**src/rtl/rme_pkg.sv**
```systemverilog
// Shared types, constants and functions for the rotation matrix to Euler converter.
`timescale 1ns / 1ps
package rme_pkg;

   localparam int FRAC_BITS   = 14;
   localparam int IN_W        = 16;
   localparam int PRE_SHIFT   = 20;
   localparam int ITERS       = 24;
   localparam int ANG_BITS    = 24;
   localparam int OUT_BITS    = 13;
   localparam int CW          = 40;   // CORDIC x/y datapath width
   localparam int ZW          = 28;   // CORDIC angle width
   localparam int ANGLE_LIMIT = 25736;
   localparam int PITCH_LIMIT = 12868;
   localparam int THR_W       = 15;
   localparam int SQ_W        = 32;   // r00^2 + r10^2 width
   localparam int ROOT_W      = 16;
   localparam int SQ_STEPS    = ROOT_W;
   localparam int IDX_W       = 5;
   localparam int PIPE_DEPTH  = SQ_STEPS + 1 + ITERS;

   typedef logic signed [CW-1:0] cval_type;
   typedef logic signed [ZW-1:0] zval_type;

   typedef struct packed {
      cval_type x;
      cval_type y;
      zval_type z;
      logic     zero;
   } cordic_type;

   typedef struct packed {
      logic signed [IN_W-1:0] r10;
      logic signed [IN_W-1:0] r00;
      logic signed [IN_W-1:0] r20;
      logic signed [IN_W-1:0] r21;
      logic signed [IN_W-1:0] r22;
      logic signed [IN_W-1:0] r12;
      logic signed [IN_W-1:0] r11;
      logic [THR_W-1:0]       thr;
   } entries_type;

   typedef struct packed {
      logic [SQ_W+1:0] rem;
      logic [SQ_W-1:0] root;
   } sqrt_type;

   function automatic zval_type atan_q24(input logic [IDX_W-1:0] i);
      case (i)
         5'd0:  atan_q24 = 28'sd13176795;
         5'd1:  atan_q24 = 28'sd7778716;
         5'd2:  atan_q24 = 28'sd4110060;
         5'd3:  atan_q24 = 28'sd2086331;
         5'd4:  atan_q24 = 28'sd1047214;
         5'd5:  atan_q24 = 28'sd524117;
         5'd6:  atan_q24 = 28'sd262123;
         5'd7:  atan_q24 = 28'sd131069;
         default: atan_q24 = zval_type'(28'sd1 <<< (5'd24 - i));
      endcase
   endfunction

   // Prepare vector: pre-shift and quadrant fold.
   function automatic cordic_type cordic_init(input logic signed [IN_W:0] y,
                                              input logic signed [IN_W:0] x);
      cordic_type c;
      cval_type   xs;
      cval_type   ys;
      xs = cval_type'(x) <<< PRE_SHIFT;
      ys = cval_type'(y) <<< PRE_SHIFT;
      c.zero = (x == '0) && (y == '0);
      c.z = '0;
      c.x = xs;
      c.y = ys;
      if (xs < 0) begin
         if (ys >= 0) begin
            c.x = ys; c.y = -xs; c.z = zval_type'(2 * atan_q24('0));
         end else begin
            c.x = -ys; c.y = xs; c.z = zval_type'(-2 * atan_q24('0));
         end
      end
      return c;
   endfunction

   function automatic logic signed [IN_W-1:0] cordic_out(input cordic_type c,
                                                          input int limit);
      zval_type r;
      r = (c.z + zval_type'(1 <<< (ANG_BITS - OUT_BITS - 1))) >>> (ANG_BITS - OUT_BITS);
      if (c.zero) r = '0;
      else if (r > zval_type'(limit)) r = zval_type'(limit);
      else if (r < -zval_type'(limit)) r = -zval_type'(limit);
      return r[IN_W-1:0];
   endfunction

endpackage

```
**src/rtl/rme_sqrt_cell.sv**
```systemverilog
// One restoring square-root step, carrying the matrix entries alongside.
`timescale 1ns / 1ps
module rme_sqrt_cell (
   input  logic                          clock,
   input  logic                          en,
   input  logic [rme_pkg::IDX_W-1:0]     idx,
   input  rme_pkg::sqrt_type             s_in,
   input  rme_pkg::entries_type          e_in,
   output rme_pkg::sqrt_type             s_out,
   output rme_pkg::entries_type          e_out
);
   rme_pkg::sqrt_type    s_ff;
   rme_pkg::sqrt_type    s_in_nx;
   rme_pkg::entries_type e_ff;
   logic [rme_pkg::SQ_W+1:0] trial;
   logic [rme_pkg::SQ_W+1:0] bitv;

   always_comb begin
      bitv = (rme_pkg::SQ_W+2)'(1) << (2 * (rme_pkg::SQ_STEPS - 1 - idx));
      trial = (rme_pkg::SQ_W+2)'(s_in.root) + bitv;
      s_in_nx = s_in;
      if (s_in.rem >= trial) begin
         s_in_nx.rem  = s_in.rem - trial;
         s_in_nx.root = rme_pkg::SQ_W'(((rme_pkg::SQ_W+2)'(s_in.root) >> 1) + bitv);
      end else begin
         s_in_nx.root = s_in.root >> 1;
      end
   end

   always_ff @(posedge clock) begin
      if (en) begin
         s_ff <= s_in_nx;
         e_ff <= e_in;
      end
   end

   assign s_out = s_ff;
   assign e_out = e_ff;
endmodule

```
**config.mk**
```make
export PLATFORM = sky130hd
export DESIGN_NAME = rme_sqrt_cell
export DESIGN_NICKNAME = d
export VERILOG_FILES = /design/src/rtl/rme_pkg.sv /design/src/rtl/rme_sqrt_cell.sv
export SDC_FILE = /design/constraint.sdc
export NUM_CORES = 1
export LEC_CHECK = 0
export BUFFER_PORTS_ARGS = -buffer_cell sky130_fd_sc_hd__buf_4
export CORE_MARGIN = 4
export CORE_UTILIZATION = 35
export CTS_CLUSTER_SIZE = 25
export DETAILED_ROUTE_END_ITERATION = 7
export PLACE_DENSITY = 0.57
export REMOVE_ABC_BUFFERS = 1
export SYNTH_ARGS = -nofsm -noshare
export SYNTH_HDL_FRONTEND = slang
export SYNTH_SLANG_ARGS = --single-unit
```
**constraint.sdc**
```tcl
create_clock -name clock -period 7.2 [get_ports clock]
set_clock_uncertainty 0.05 [all_clocks]
set_input_delay 1.08 -clock clock [delete_from_list [all_inputs] [get_ports clock]]
set_output_delay 1.08 -clock clock [all_outputs]
set_load 0.02 [all_outputs]
```
== After elaboration in Yosys (flattened, before gate mapping) ==
Index checks and enable logic that the tools add are counted.

* Bits in registers: 193
* Bits of input ports: 200
* Output and inout bits: 193
* Logic and storage cells: 19

* Add/subtract/negate cells: 4
* Order comparisons: 1
* Shifts and indexed selects: 1
* Mux-type cells: 2

{| class="wikitable"
|+ Operator list
! operator !! count
|-
| $add 32x34->34 || 1
|-
| $ge 34x34->1 || 1
|-
| $mux 34 || 1
|-
| $shl 1x32->34 const A || 1
|-
| $sub 34x34->34 || 1
|-
| $add 31x32->32 || 1
|-
| $mux 31 || 1
|-
| $sub 4x5->6 const A || 1
|}

== Longest topological paths before layout ==
* Depth after elaboration: 5
* Depth in mapped cells: 26
* Gate-level depth less buffers: 22

== Worst setup path before layout ==
Ideal clock, no wire load.

* Path type: input to register
* Start: input port idx[0] (netlist bit)
* End: register s_ff (netlist bit s_out[0]) (data pin)
* Setup time: 0.260 ns
* Arrival time: 5.685 ns
* Data required time: 6.890 ns
* Slack: 1.205 ns
* Stages: 21
* Path buffers: 1
* Cell sequence: or3b_4 > nor2_1 > ha_1 > a31oi_1 > o31ai_1 > a211o_2 > a41o_1 > a21boi_2 > o21bai_2 > a31oi_1 > xor2_1 > ha_1 > nand3_1 > or3_1 > or4b_1 > o21ai_1 > a21oi_1 > nor2b_2 > a211o_4 > buf_8 > mux2_4

{| class="wikitable"
|+ RTL lines
! element !! line !! source
|-
| from (decl) || rme_sqrt_cell.sv:6 || <nowiki>input logic [rme_pkg::IDX_W-1:0] idx,</nowiki>
|-
| to (signal assigned) || rme_sqrt_cell.sv:32 || <nowiki>s_ff <= s_in_nx;</nowiki>
|-
| to (decl) || rme_sqrt_cell.sv:12 || <nowiki>rme_pkg::sqrt_type s_ff;</nowiki>
|}

==> impl_results.md <==
- Status: finished clean
- Share of cells above drive strength 1: 0.3515
- Starting DRT DRC Count: ~560
- Fillers: roughly 2800
- Setup_tns: 0 ns
- #FFs+latches synth: approximately 190
- Die Y-Extent: 182.0 µm
- Met3 wire length: between 2000 and 2500 µm
- P_leak: between 6 and 7 nW
- Routed Antenna Nets: 0
- WS Path Type: in2reg
- Met1 WL: around 14000 µm
- Largest net degree at the start of global routing: ~120
- Final hold viol count: 0
- Post-synth top flop: edfxtp_1
- Setup crit end kind: flop
- Number of global-route vias before repair: approximately 8400
- Total track usage: 0.2002
- Top-count cell post-synth: edfxtp_1
- Largest family of logic cells by synthesized area: compound AO/OA/AOI/OAI gates
- Core area: slightly below 30000 µm²
- Synth top area share: 0.5467
- Multi-input logic area: approximately 4600 µm²
- Pre-Repair DR Iteration Count: 5
- Final setup margin: around 0.79 ns
- Post-synthesis mux area share: 0.01440
- Area Overhead vs Synth: 37.44%
- Crit path DAT: 6.53 ns
- Post-synthesis sequential area ratio: 0.5467
- CTS tree: built
- RSZ-0062 raised after global routing: false
- Initial antenna violation count: 2
- XOR/XNOR share of the synthesized area: 0.07023
- Hold-fix buffers, CTS: 0
- Inst Count DP: roughly 1700
- DR WL/cell: 20.43 µm
- Fin crit share: 0.8896
- Routability Congestion: slightly below 0.9
- Post_cts resized: 0
- Actual slew at the worst max-slew pin: ~1.1 ns
- Mapped cell area: about 11000 µm²
- Hold depth: 1
- Via count: just under 9000
- Pwr dens: 221.3 nW/µm²
- Max-Cap Viols: 0
- Highest metal used: met5
- CTS Buf Count: 17
- Post-synth EDFFs: about 190
- WP data required: 7.33 ns
- Post-synth top area cell: edfxtp_1
- Largest cells by area after synthesis: edfxtp_1, ha_1, a21oi_1
- Clock H-tree levels: 4
- Crit path launch type: primary input
- Post-Synthesis Cells: 903
- WL met2: 17710 µm
- Worst hold slack: roughly 0.76 ns
- Longest Clk Path Bufs: 2
- First-pass GRT wire length: 50770 µm
- Worst Hold End: e_out[110]$_DFFE_PP_
- Final Cell Area: roughly 15000 µm²
- Hpwl dp: 27680 µm
- Sink Count: ~190
- Die Width: 182.0 µm
- Final Slew Violations: 0
- Post-layout minimum cycle time: between 6 and 7 ns
- Row cnt: 63
- Grt ovf: 0
- Root buf cell: clkbuf_16
- YS warnings: 0
- Slew Limit Headroom: 0.2646
- Post-CTS Setup Inserts: 0
- Clock Pin Slew Worst Setup and Hold Paths: around 0.08 ns
- Min-Delay Path Class: in2reg
- Sequential Area: around 5800 µm²
- Worst Hold Launch: e_in[110]
- Post-synthesis async set-or-reset flop share: 0
- Placed cell area: roughly 14000 µm²
- Adder-cell share of the synthesized area: 0.07932
- Most common library cells after synthesis: edfxtp_1, a21oi_1, nor2_1, ha_1, nand2_1
- Compound-Gate Fraction of Synth Area: 0.1464
- Antenna diode count: 0
- Syn Area/Cell: between 10 and 15 µm²
- Avg Vias per Cell: a little over 5
- Nets: between 1500 and 2000
- Post-route insts no fill: between 1500 and 2000
- Post-synth cell types: 76
- I/O Pins: approximately 400
- F_max: between 0.15 and 0.2 GHz
- Worst VDD drop: around 0.16 mV
- Total chip power: ~3.2 mW
- Final setup fails: 0
- Pre-CTS setup slack: roughly 0.43 ns
- Die ar.: about 33000 µm²
- Initial Util: 0.3558
- Post-route DRC: 0
- Port bufs: between 300 and 400
- Worst-path fanout max: 51
- Final core occ: 0.4890
- Post-Synth Simple-Gate Area: 0.1228
- WL final: about 35000 µm
## kinds of logic (layout without fill, tap and decap cells)
group | after synthesis | count (layout)
and+or+nand+nor | 262 | 262
AOI/OAI and AO/OA | 243 | 243
DFF | 193 | 193
xor gates and xnor gates | 85 | 85
adders and majority gates | 67 | 67
buffers and inverters | 41 | 444
muxes | 11 | 11
other | 1 | 1
## metal layers
layer	vias to the layer above	track usage
met3	48	0.04748
met2	337	0.3604
met5	-	0
li1	4203	-
met4	4	0.07295
met1	4078	0.2314
## sequential cells by signal (all words and copies together) (netlist names)
register / flops
e_out: 127
s_out: 66
## worst max-delay path, cell delays in order
cell and delay [ns]:
buf_4 0.13, or3b_4 0.44, nor2_1 0.17, ha_1 0.30, a31oi_1 0.23, o31ai_1 0.10, buf_4 0.16, a211oi_1 0.41
nor2_1 0.09, nor2_1 0.16, o21ai_0 0.14, nor2b_1 0.17, o311ai_0 0.35, ha_1 0.34, nand3_1 0.20, or3_1 0.38
or4b_1 0.51, o21ai_1 0.13, a21oi_1 0.10, nor2b_2 0.18, a211o_4 0.15, buf_12 0.22, mux2_4 0.32
## worst max-delay path by stage
stage,cells after the start,start,end,slack (ns)
after floorplan,20,idx[0],s_out[58]$_DFFE_PP_,0.83
after global placement,22,idx[0],s_out[58]$_DFFE_PP_,0.49
after detailed placement,23,idx[0],s_out[58]$_DFFE_PP_,0.43
after CTS,23,idx[0],s_out[42]$_DFFE_PP_,0.87
after global routing,23,idx[0],s_out[42]$_DFFE_PP_,0.41
final,23,idx[0],s_out[42]$_DFFE_PP_,0.79
## report_power, final
group | total [mW] | internal (mW) | leakage, nW | switching (mW)
Sequential | 1.40 | 1.37 | 1.89 | 0.0302
Combinational | 0.818 | 0.349 | 3.88 | 0.469
Clock | 1.01 | 0.531 | 0.297 | 0.478
## layout by cell type, fill, tap and decap left out, types with 3 or more instances in the layout
master / instances
nand2_1: 52
a31oi_1: 25
and3_1: 14
inv_1: 13
nor3_1: 14
buf_4: 396
xor2_1: 44
o21bai_1: 10
nor4_1: 6
xnor2_1: 41
o21ai_1: 8
and2_1: 10
a211oi_1: 6
a21oi_1: 92
edfxtp_1: 193
nand3_1: 15
a41oi_1: 3
a21boi_0: 3
nand4_1: 16
o31ai_1: 7
nand3b_1: 3
nand2b_1: 8
inv_6: 4
mux2_4: 8
nor2_1: 85
nor3b_1: 5
clkbuf_16: 17
nor2b_1: 16
or3_1: 4
a21o_1: 21
inv_8: 3
o21ai_0: 36
ha_1: 64
or2_2: 3
## layout make-up
type                       instances  share of cell area
tap                              390             0.03349
multi-input combinational        669              0.3154
timing repair buffer             399              0.2077
clock inverter                    14             0.01280
inverter                          13            0.003349
sequential                       193              0.3978
clock buffer                      18             0.02946
Power figures use the tool's default switching activity.
