==> config.mk <==
export PLATFORM = sky130hd
export DESIGN_NAME = rme_cordic_cell
export DESIGN_NICKNAME = d
export VERILOG_FILES = /design/src/rtl/rme_pkg.sv /design/src/rtl/rme_cordic_cell.sv
export SDC_FILE = /design/constraint.sdc
export NUM_CORES = 1
export LEC_CHECK = 0
export ABC_AREA = 0
export BUFFER_PORTS_ARGS = -buffer_cell sky130_fd_sc_hd__buf_4
export CELL_PAD_IN_SITES_DETAIL_PLACEMENT = 1
export CELL_PAD_IN_SITES_GLOBAL_PLACEMENT = 1
export CORE_ASPECT_RATIO = 0.7
export CORE_MARGIN = 4
export CORE_UTILIZATION = 47
export CTS_BUF_LIST = sky130_fd_sc_hd__clkbuf_8
export CTS_CLUSTER_SIZE = 25
export DETAILED_ROUTE_END_ITERATION = 6
export PLACE_DENSITY_LB_ADDON = 0.1
export SLEW_MARGIN = 20
export SYNTH_ARGS = -nofsm -noshare
export SYNTH_HDL_FRONTEND = slang
export SYNTH_SLANG_ARGS = --single-unit
==> constraint.sdc <==
create_clock -name clock -period 7.5 [get_ports clock]
set_clock_uncertainty 0.05 [all_clocks]
set_input_delay 0 -clock clock [delete_from_list [all_inputs] [get_ports clock]]
set_output_delay 0 -clock clock [all_outputs]
set_load 0.005 [all_outputs]
==> src/rtl/rme_pkg.sv <==
// Shared types, constants and functions for the rotation matrix to Euler converter.
`timescale 1ns / 1ps
package rme_pkg;

   localparam int FRAC_BITS   = 14;
   localparam int IN_W        = 16;
   localparam int PRE_SHIFT   = 20;
   localparam int ITERS       = 24;
   localparam int ANG_BITS    = 24;
   localparam int OUT_BITS    = 13;
   localparam int CW          = 40;   // CORDIC x/y datapath width
   localparam int ZW          = 28;   // CORDIC angle width
   localparam int ANGLE_LIMIT = 25736;
   localparam int PITCH_LIMIT = 12868;
   localparam int THR_W       = 15;
   localparam int SQ_W        = 32;   // r00^2 + r10^2 width
   localparam int ROOT_W      = 16;
   localparam int SQ_STEPS    = ROOT_W;
   localparam int IDX_W       = 5;
   localparam int PIPE_DEPTH  = SQ_STEPS + 1 + ITERS;

   typedef logic signed [CW-1:0] cval_type;
   typedef logic signed [ZW-1:0] zval_type;

   typedef struct packed {
      cval_type x;
      cval_type y;
      zval_type z;
      logic     zero;
   } cordic_type;

   typedef struct packed {
      logic signed [IN_W-1:0] r10;
      logic signed [IN_W-1:0] r00;
      logic signed [IN_W-1:0] r20;
      logic signed [IN_W-1:0] r21;
      logic signed [IN_W-1:0] r22;
      logic signed [IN_W-1:0] r12;
      logic signed [IN_W-1:0] r11;
      logic [THR_W-1:0]       thr;
   } entries_type;

   typedef struct packed {
      logic [SQ_W+1:0] rem;
      logic [SQ_W-1:0] root;
   } sqrt_type;

   function automatic zval_type atan_q24(input logic [IDX_W-1:0] i);
      case (i)
         5'd0:  atan_q24 = 28'sd13176795;
         5'd1:  atan_q24 = 28'sd7778716;
         5'd2:  atan_q24 = 28'sd4110060;
         5'd3:  atan_q24 = 28'sd2086331;
         5'd4:  atan_q24 = 28'sd1047214;
         5'd5:  atan_q24 = 28'sd524117;
         5'd6:  atan_q24 = 28'sd262123;
         5'd7:  atan_q24 = 28'sd131069;
         default: atan_q24 = zval_type'(28'sd1 <<< (5'd24 - i));
      endcase
   endfunction

   // Prepare vector: pre-shift and quadrant fold.
   function automatic cordic_type cordic_init(input logic signed [IN_W:0] y,
                                              input logic signed [IN_W:0] x);
      cordic_type c;
      cval_type   xs;
      cval_type   ys;
      xs = cval_type'(x) <<< PRE_SHIFT;
      ys = cval_type'(y) <<< PRE_SHIFT;
      c.zero = (x == '0) && (y == '0);
      c.z = '0;
      c.x = xs;
      c.y = ys;
      if (xs < 0) begin
         if (ys >= 0) begin
            c.x = ys; c.y = -xs; c.z = zval_type'(2 * atan_q24('0));
         end else begin
            c.x = -ys; c.y = xs; c.z = zval_type'(-2 * atan_q24('0));
         end
      end
      return c;
   endfunction

   function automatic logic signed [IN_W-1:0] cordic_out(input cordic_type c,
                                                          input int limit);
      zval_type r;
      r = (c.z + zval_type'(1 <<< (ANG_BITS - OUT_BITS - 1))) >>> (ANG_BITS - OUT_BITS);
      if (c.zero) r = '0;
      else if (r > zval_type'(limit)) r = zval_type'(limit);
      else if (r < -zval_type'(limit)) r = -zval_type'(limit);
      return r[IN_W-1:0];
   endfunction

endpackage

==> src/rtl/rme_cordic_cell.sv <==
// One vectoring CORDIC micro-rotation stage.
`timescale 1ns / 1ps
module rme_cordic_cell (
   input  logic                               clock,
   input  logic                               en,
   input  logic [rme_pkg::IDX_W-1:0]          idx,
   input  rme_pkg::cordic_type                d_in,
   output rme_pkg::cordic_type                d_out
);
   rme_pkg::cordic_type q_ff;
   rme_pkg::cordic_type q_in;
   rme_pkg::cval_type   xs;
   rme_pkg::cval_type   ys;

   always_comb begin
      xs = d_in.x >>> idx;
      ys = d_in.y >>> idx;
      q_in = d_in;
      if (d_in.y > 0) begin
         q_in.x = d_in.x + ys;
         q_in.y = d_in.y - xs;
         q_in.z = d_in.z + rme_pkg::atan_q24(idx);
      end else begin
         q_in.x = d_in.x - ys;
         q_in.y = d_in.y + xs;
         q_in.z = d_in.z - rme_pkg::atan_q24(idx);
      end
   end

   always_ff @(posedge clock) begin
      if (en) q_ff <= q_in;
   end

   assign d_out = q_ff;
endmodule

== Word-level counts from Yosys, hierarchy flattened ==
Cells that the tools add are included.
Cells by class
  $lt $le $gt $ge: 1
  $add $sub $neg: 7
  reductions and logical operators: 1
  shift operators: 3
  equality and inequality tests: 7
  multiplexer cells: 4
Operator list (count)
  $pmux W28 S8: 1
  $mux W108: 1
  $add A40 B40 Y40: 2
  $sshr A40 B5 Y40: 2
  $sub A40 B40 Y40: 2
  $mux W28: 2
  $gt A40 B1 Y1 const B: 1
  $add A28 B28 Y28: 1
  $sshl A2 B5 Y28 const A: 1
  $sub A28 B28 Y28: 1
  $eq A5 B3 Y1 const B: 4
  $eq A5 B2 Y1 const B: 2
  $eq A5 B1 Y1 const B: 1
  $logic_not A5 Y1: 1
  $sub A5 B5 Y5 const A: 1
Storage, ports and cells
  logic and storage cells: 27
  register bits after elaboration: 109
  output and inout bits: 109
  bits of input ports: 116

== Logic depth before layout (Yosys ltp) ==
  word-level depth: 6
  depth in mapped cells: 29
  depth with buffers taken out: 24

== Worst setup path before layout ==
No wires, ideal clock.
  kind: input to register
  from: input port idx[2] (netlist bit)
  to: register q_ff, in the netlist d_out[25] (data pin)
  stages on the path: 27
  library setup time: 0.258 ns
  buffers on the path: 6
  required time: 7.192 ns
  path slack: 1.997 ns
  arrival time: 5.196 ns
  cell sequence: buf_2 -> clkinv_1 -> clkbuf_1 -> clkbuf_1 -> clkbuf_1 -> clkbuf_1 -> ha_1 -> clkbuf_1 -> o311a_1 -> a21oi_1 -> o22ai_1 -> inv_1 -> o211ai_1 -> or2_2 -> o21ai_0 -> xor2_1 -> ha_1 -> a21oi_1 -> o21ai_0 -> or2_2 -> a31o_2 -> a41o_1 -> a22oi_1 -> a2111oi_0 -> o21ai_0 -> nor2b_1 -> xnor2_1
RTL lines
  start, declared: line rme_cordic_cell.sv:6  | input logic [rme_pkg::IDX_W-1:0] idx,
  end signal, assigned: line rme_cordic_cell.sv:31  | if (en) q_ff <= q_in;
  end, declared: line rme_cordic_cell.sv:10  | rme_pkg::cordic_type q_ff;

==> impl_summary.log <==
[metrics] crit path kind: input pin to flip-flop
[metrics] startpoint of the lowest-slack hold path: d_in[12]
[metrics] height of the die: 169 microns
[metrics] number of global-route vias before repair: 18500
[metrics] actual slew at the worst max-slew pin: between 1 and 1.5 ns
[metrics] area of the placeable core: 0.0361 sq mm
[metrics] Rows: a little under 60
[metrics] commonest non-fill, non-tap cell in the layout: sky130_fd_sc_hd__buf_4
[metrics] clk buf depth: 2
[metrics] setup repair after global routing missed its margin: false
[metrics] number of cells traversed by the worst hold path: 3
[metrics] area growth from synthesis to layout: 13.7%
[metrics] cell type group with the largest total delay on the critical path: compound AO/OA/AOI/OAI gates
[metrics] Pre-Repair DR Iteration Count: 7
[metrics] Overall Power: 3.63 mW
[metrics] count of buffers from port buffering: 224
[metrics] max_slew headroom: 25.7%
[metrics] met1 capacity usage during global routing: 51.3%
[metrics] fmax: 145 MHz
[metrics] first-pass GRT wire length: 117 mm
[metrics] number of warning messages in the yosys log: 0
[metrics] fraction of layout instances using a drive strength above 1: 21.7%
[metrics] clock tree from TritonCTS: done
[metrics] relative contribution of combinational cells to total power: 62.8%
[metrics] met3 track demand over resource: about 14%
[metrics] GR Util All Layers: 37.8%
[metrics] post-detailed-route wirelength per cell: 29.7 microns
[metrics] Worst VDD drop: 0.127 mV
[metrics] setup ws final: between 0.6 and 0.7 ns
[metrics] number of remaining DRC errors: 1
[metrics] arrival time of the worst setup path: 7.07 ns
[metrics] part of the cycle the worst path needs: 91.9%
[metrics] commonest non-fill, non-tap cells in the layout: 265 x sky130_fd_sc_hd__buf_4, 165 x sky130_fd_sc_hd__a21oi_1, 162 x sky130_fd_sc_hd__nor2_1, 134 x sky130_fd_sc_hd__nand2_1, 123 x sky130_fd_sc_hd__xnor2_1
[metrics] total clock buffers created by CTS: 9
[metrics] Layout Utilization: 54.5%
[metrics] switching fraction of total power: 44.4%
[metrics] Post-synth EDFFs: about 110
[metrics] met2 usage in global routing: 56.6%
[metrics] Die Span X: 237 microns
[metrics] largest net degree at the start of global routing: 84
[metrics] Power Density: 184 mW/mm^2
[metrics] stage delay of the slowest cell on the critical path: 0.94 ns
[metrics] multi-input combinational cell area: about 0.013 sq mm
[metrics] min Tclk post-route: around 6.9 ns
[metrics] initial core utilization: 47.9%
[metrics] distinct cell type count of the synthesized netlist: 99
[metrics] initial detailed-routing violation count: 2308
[metrics] Via-to-Cell Ratio: 7.01
[metrics] fill cell count: 4253
[metrics] total net switching power: 1.61 mW
[metrics] worst-case setup slack after placement: just under 0.4 ns
[metrics] Placer Congestion: 1.05
[metrics] register area share after synthesis: 18.9%
[metrics] area of the mapped netlist: 0.0173 sq mm
[metrics] Worst Hold Endpoint: d_out[12]
[metrics] CTS clk-pin slew, worst paths: between 0.1 and 0.15 ns
[metrics] failing checks: design-rule violations
[metrics] number of instances in the synthesized netlist: 1968
[metrics] number of cells upsized or downsized after cts: 0
[metrics] total negative slack: 0 ns
[metrics] Min-Delay Path Class: input pin to flip-flop
[metrics] Final Hold Viols: 0
[metrics] clock network fraction of total power: 10.4%
[metrics] status: complete, but fails checks
[metrics] Root Buffer Master: sky130_fd_sc_hd__clkbuf_8
[metrics] Sequential cell area: 0.00327 sq mm
[metrics] per-instance average area after synthesis: 8.80 sq um
[metrics] layer with the highest usage: met2
[metrics] CP max stage cell: sky130_fd_sc_hd__a222oi_1
[metrics] MaxCap Viol Count: 0
[metrics] die footprint: roughly 0.04 sq mm
[metrics] total clock sinks: around 110
[metrics] WP data required: 7.67 ns
[metrics] Post-Route Hold Slack: roughly 0.026 ns
[metrics] number of nets with antenna violations after detailed routing: 0
[metrics] part of the total power dissipated in sequential elements: 26.8%
[metrics] fin. max-slew vios: 0
[metrics] setup violators final: 0
[metrics] routed vias: 18500
[metrics] predominant post-synthesis flop cell: sky130_fd_sc_hd__edfxtp_1
[metrics] CP startpoint kind: input pin
[metrics] total wire length: 78.1 mm
[metrics] nature of the critical path endpoint: flip-flop
[metrics] number of nets in the synthesized netlist: 2199
[metrics] NumNets Final: roughly 2400
[metrics] internal power consumption: between 2 and 2.5 mW
[metrics] flip-flop and latch count after synthesis: 109
[metrics] critical-path cell list: buf_4 > inv_2 > buf_4 > mux2_2 > o221a_2 > a222oi_1 > nor4b_2 > nand4b_1 > or3b_1 > nor2_1 > xnor2_1 > o22ai_1 > ha_1 > and4_1 > nand4_1 > a211oi_1 > nor2_1 > o22ai_1 > o41a_1 > xor2_1
[metrics] half-perimeter wire length of the detailed placement result: about 60 mm
[metrics] Congestion Overflow GR: 0
[metrics] H-tree levels: 3
[metrics] LEAKAGE: about 7.9 nW
[metrics] number of antenna violations at the first check in global routing: 4
[metrics] fraction of synthesis flops using an asynchronous set or reset pin: 0%
[metrics] worst path bufs/invs: 3
[metrics] Max FO, Critical Path: 33
[metrics] max reg flops: 109
[metrics] Boundary Pins: 225
[Yosys cell counts, types with 17 or more instances]
library cell	instances	area share, %
sky130_fd_sc_hd__o211ai_1	17	0.74
sky130_fd_sc_hd__a211oi_1	22	0.95
sky130_fd_sc_hd__mux4_2	81	11
sky130_fd_sc_hd__nor2b_1	29	1.0
sky130_fd_sc_hd__a31oi_1	19	0.69
sky130_fd_sc_hd__nor3_1	42	1.2
sky130_fd_sc_hd__a21o_1	51	2.2
sky130_fd_sc_hd__buf_2	20	0.58
sky130_fd_sc_hd__clkbuf_1	58	1.3
sky130_fd_sc_hd__ha_1	112	8.1
sky130_fd_sc_hd__nand2_1	134	2.9
sky130_fd_sc_hd__nor2_1	163	3.5
sky130_fd_sc_hd__xnor2_1	123	6.2
sky130_fd_sc_hd__o22ai_1	18	0.65
sky130_fd_sc_hd__o21bai_1	20	0.87
sky130_fd_sc_hd__nand2b_1	31	1.1
sky130_fd_sc_hd__o21a_1	18	0.78
sky130_fd_sc_hd__inv_1	49	1.1
sky130_fd_sc_hd__xor2_1	64	3.2
sky130_fd_sc_hd__o21ai_0	106	3.1
sky130_fd_sc_hd__a21oi_1	165	4.8
sky130_fd_sc_hd__and2_1	23	0.83
sky130_fd_sc_hd__nand3_1	32	0.92
sky130_fd_sc_hd__edfxtp_1	109	19
sky130_fd_sc_hd__mux2_2	57	3.7
sky130_fd_sc_hd__mux2i_1	74	4.3
[power groups by stage]
stage / clock network [mW] / logic (mW) / registers, mW
2_1_floorplan: 0 / 1.33 / 0.999
3_3_place_gp: 0 / 2.12 / 0.978
3_5_place_dp: 0 / 2.20 / 0.986
4_1_cts: 0.388 / 2.22 / 0.974
5_1_grt: 0.410 / 2.44 / 0.988
6_report: 0.376 / 2.28 / 0.971
[cells by family (layout without fill, tap and decap cells)]
family,after synthesis,in the layout,synth area share [%]
buffers and inverters,167,351,4.53
adder cells (fa/ha/maj),116,116,8.50
flip-flops,109,109,18.9
AO/OA/AOI/OAI,598,598,23.0
AND/OR/NAND/NOR,575,575,16.7
multiplexers,216,216,18.9
other,0,2,0
XOR/XNOR,187,187,9.46
[per-layer routing]
metal / vias to the layer above / part of all wire [%] / wire length, microns
met4: 8 / 3.2 / 2480
li1: 7909 / - / -
met2: 1159 / 43 / 33400
met3: 217 / 13 / 9830
met5: - / 0.10 / 81
met1: 9177 / 41 / 32300
[worst max-delay path by stage]
stage                       from    endpoint  cells after the start  slack (ns)
after floorplan           idx[2]   d_out[25]                     27        2.00
after global placement    idx[1]  d_out[107]                     20        0.72
after global routing      idx[1]  d_out[107]                     20        0.38
after detailed placement  idx[1]  d_out[107]                     20        0.39
final                     idx[1]  d_out[107]                     20        0.61
after CTS                 idx[1]  d_out[107]                     20        0.88
[timing repair]
item                                   4_1_cts  5_1_grt
buffers inserted                             0        0
endpoints found under the hold margin       16        0
hold buffers                                16        0
[per-stage QoR]
step | std cells | instance area [sq um]
after floorplan | 1968 | 17300
after global placement | 2600 | 19400
after detailed placement | 2600 | 19400
after CTS | 2632 | 19700
after global routing | 2632 | 19700
final | 2634 | 19700
[layout make-up]
type	count	share of cell area, %
clock inverter	7	0.222
clock buffer	9	0.629
sequential	109	16.6
timing repair buffer	283	11.1
multi-input combinational	1692	67.4
tap	480	3.05
antenna	2	0.0254
inverter	52	0.991
Power figures use the tool's default switching activity.
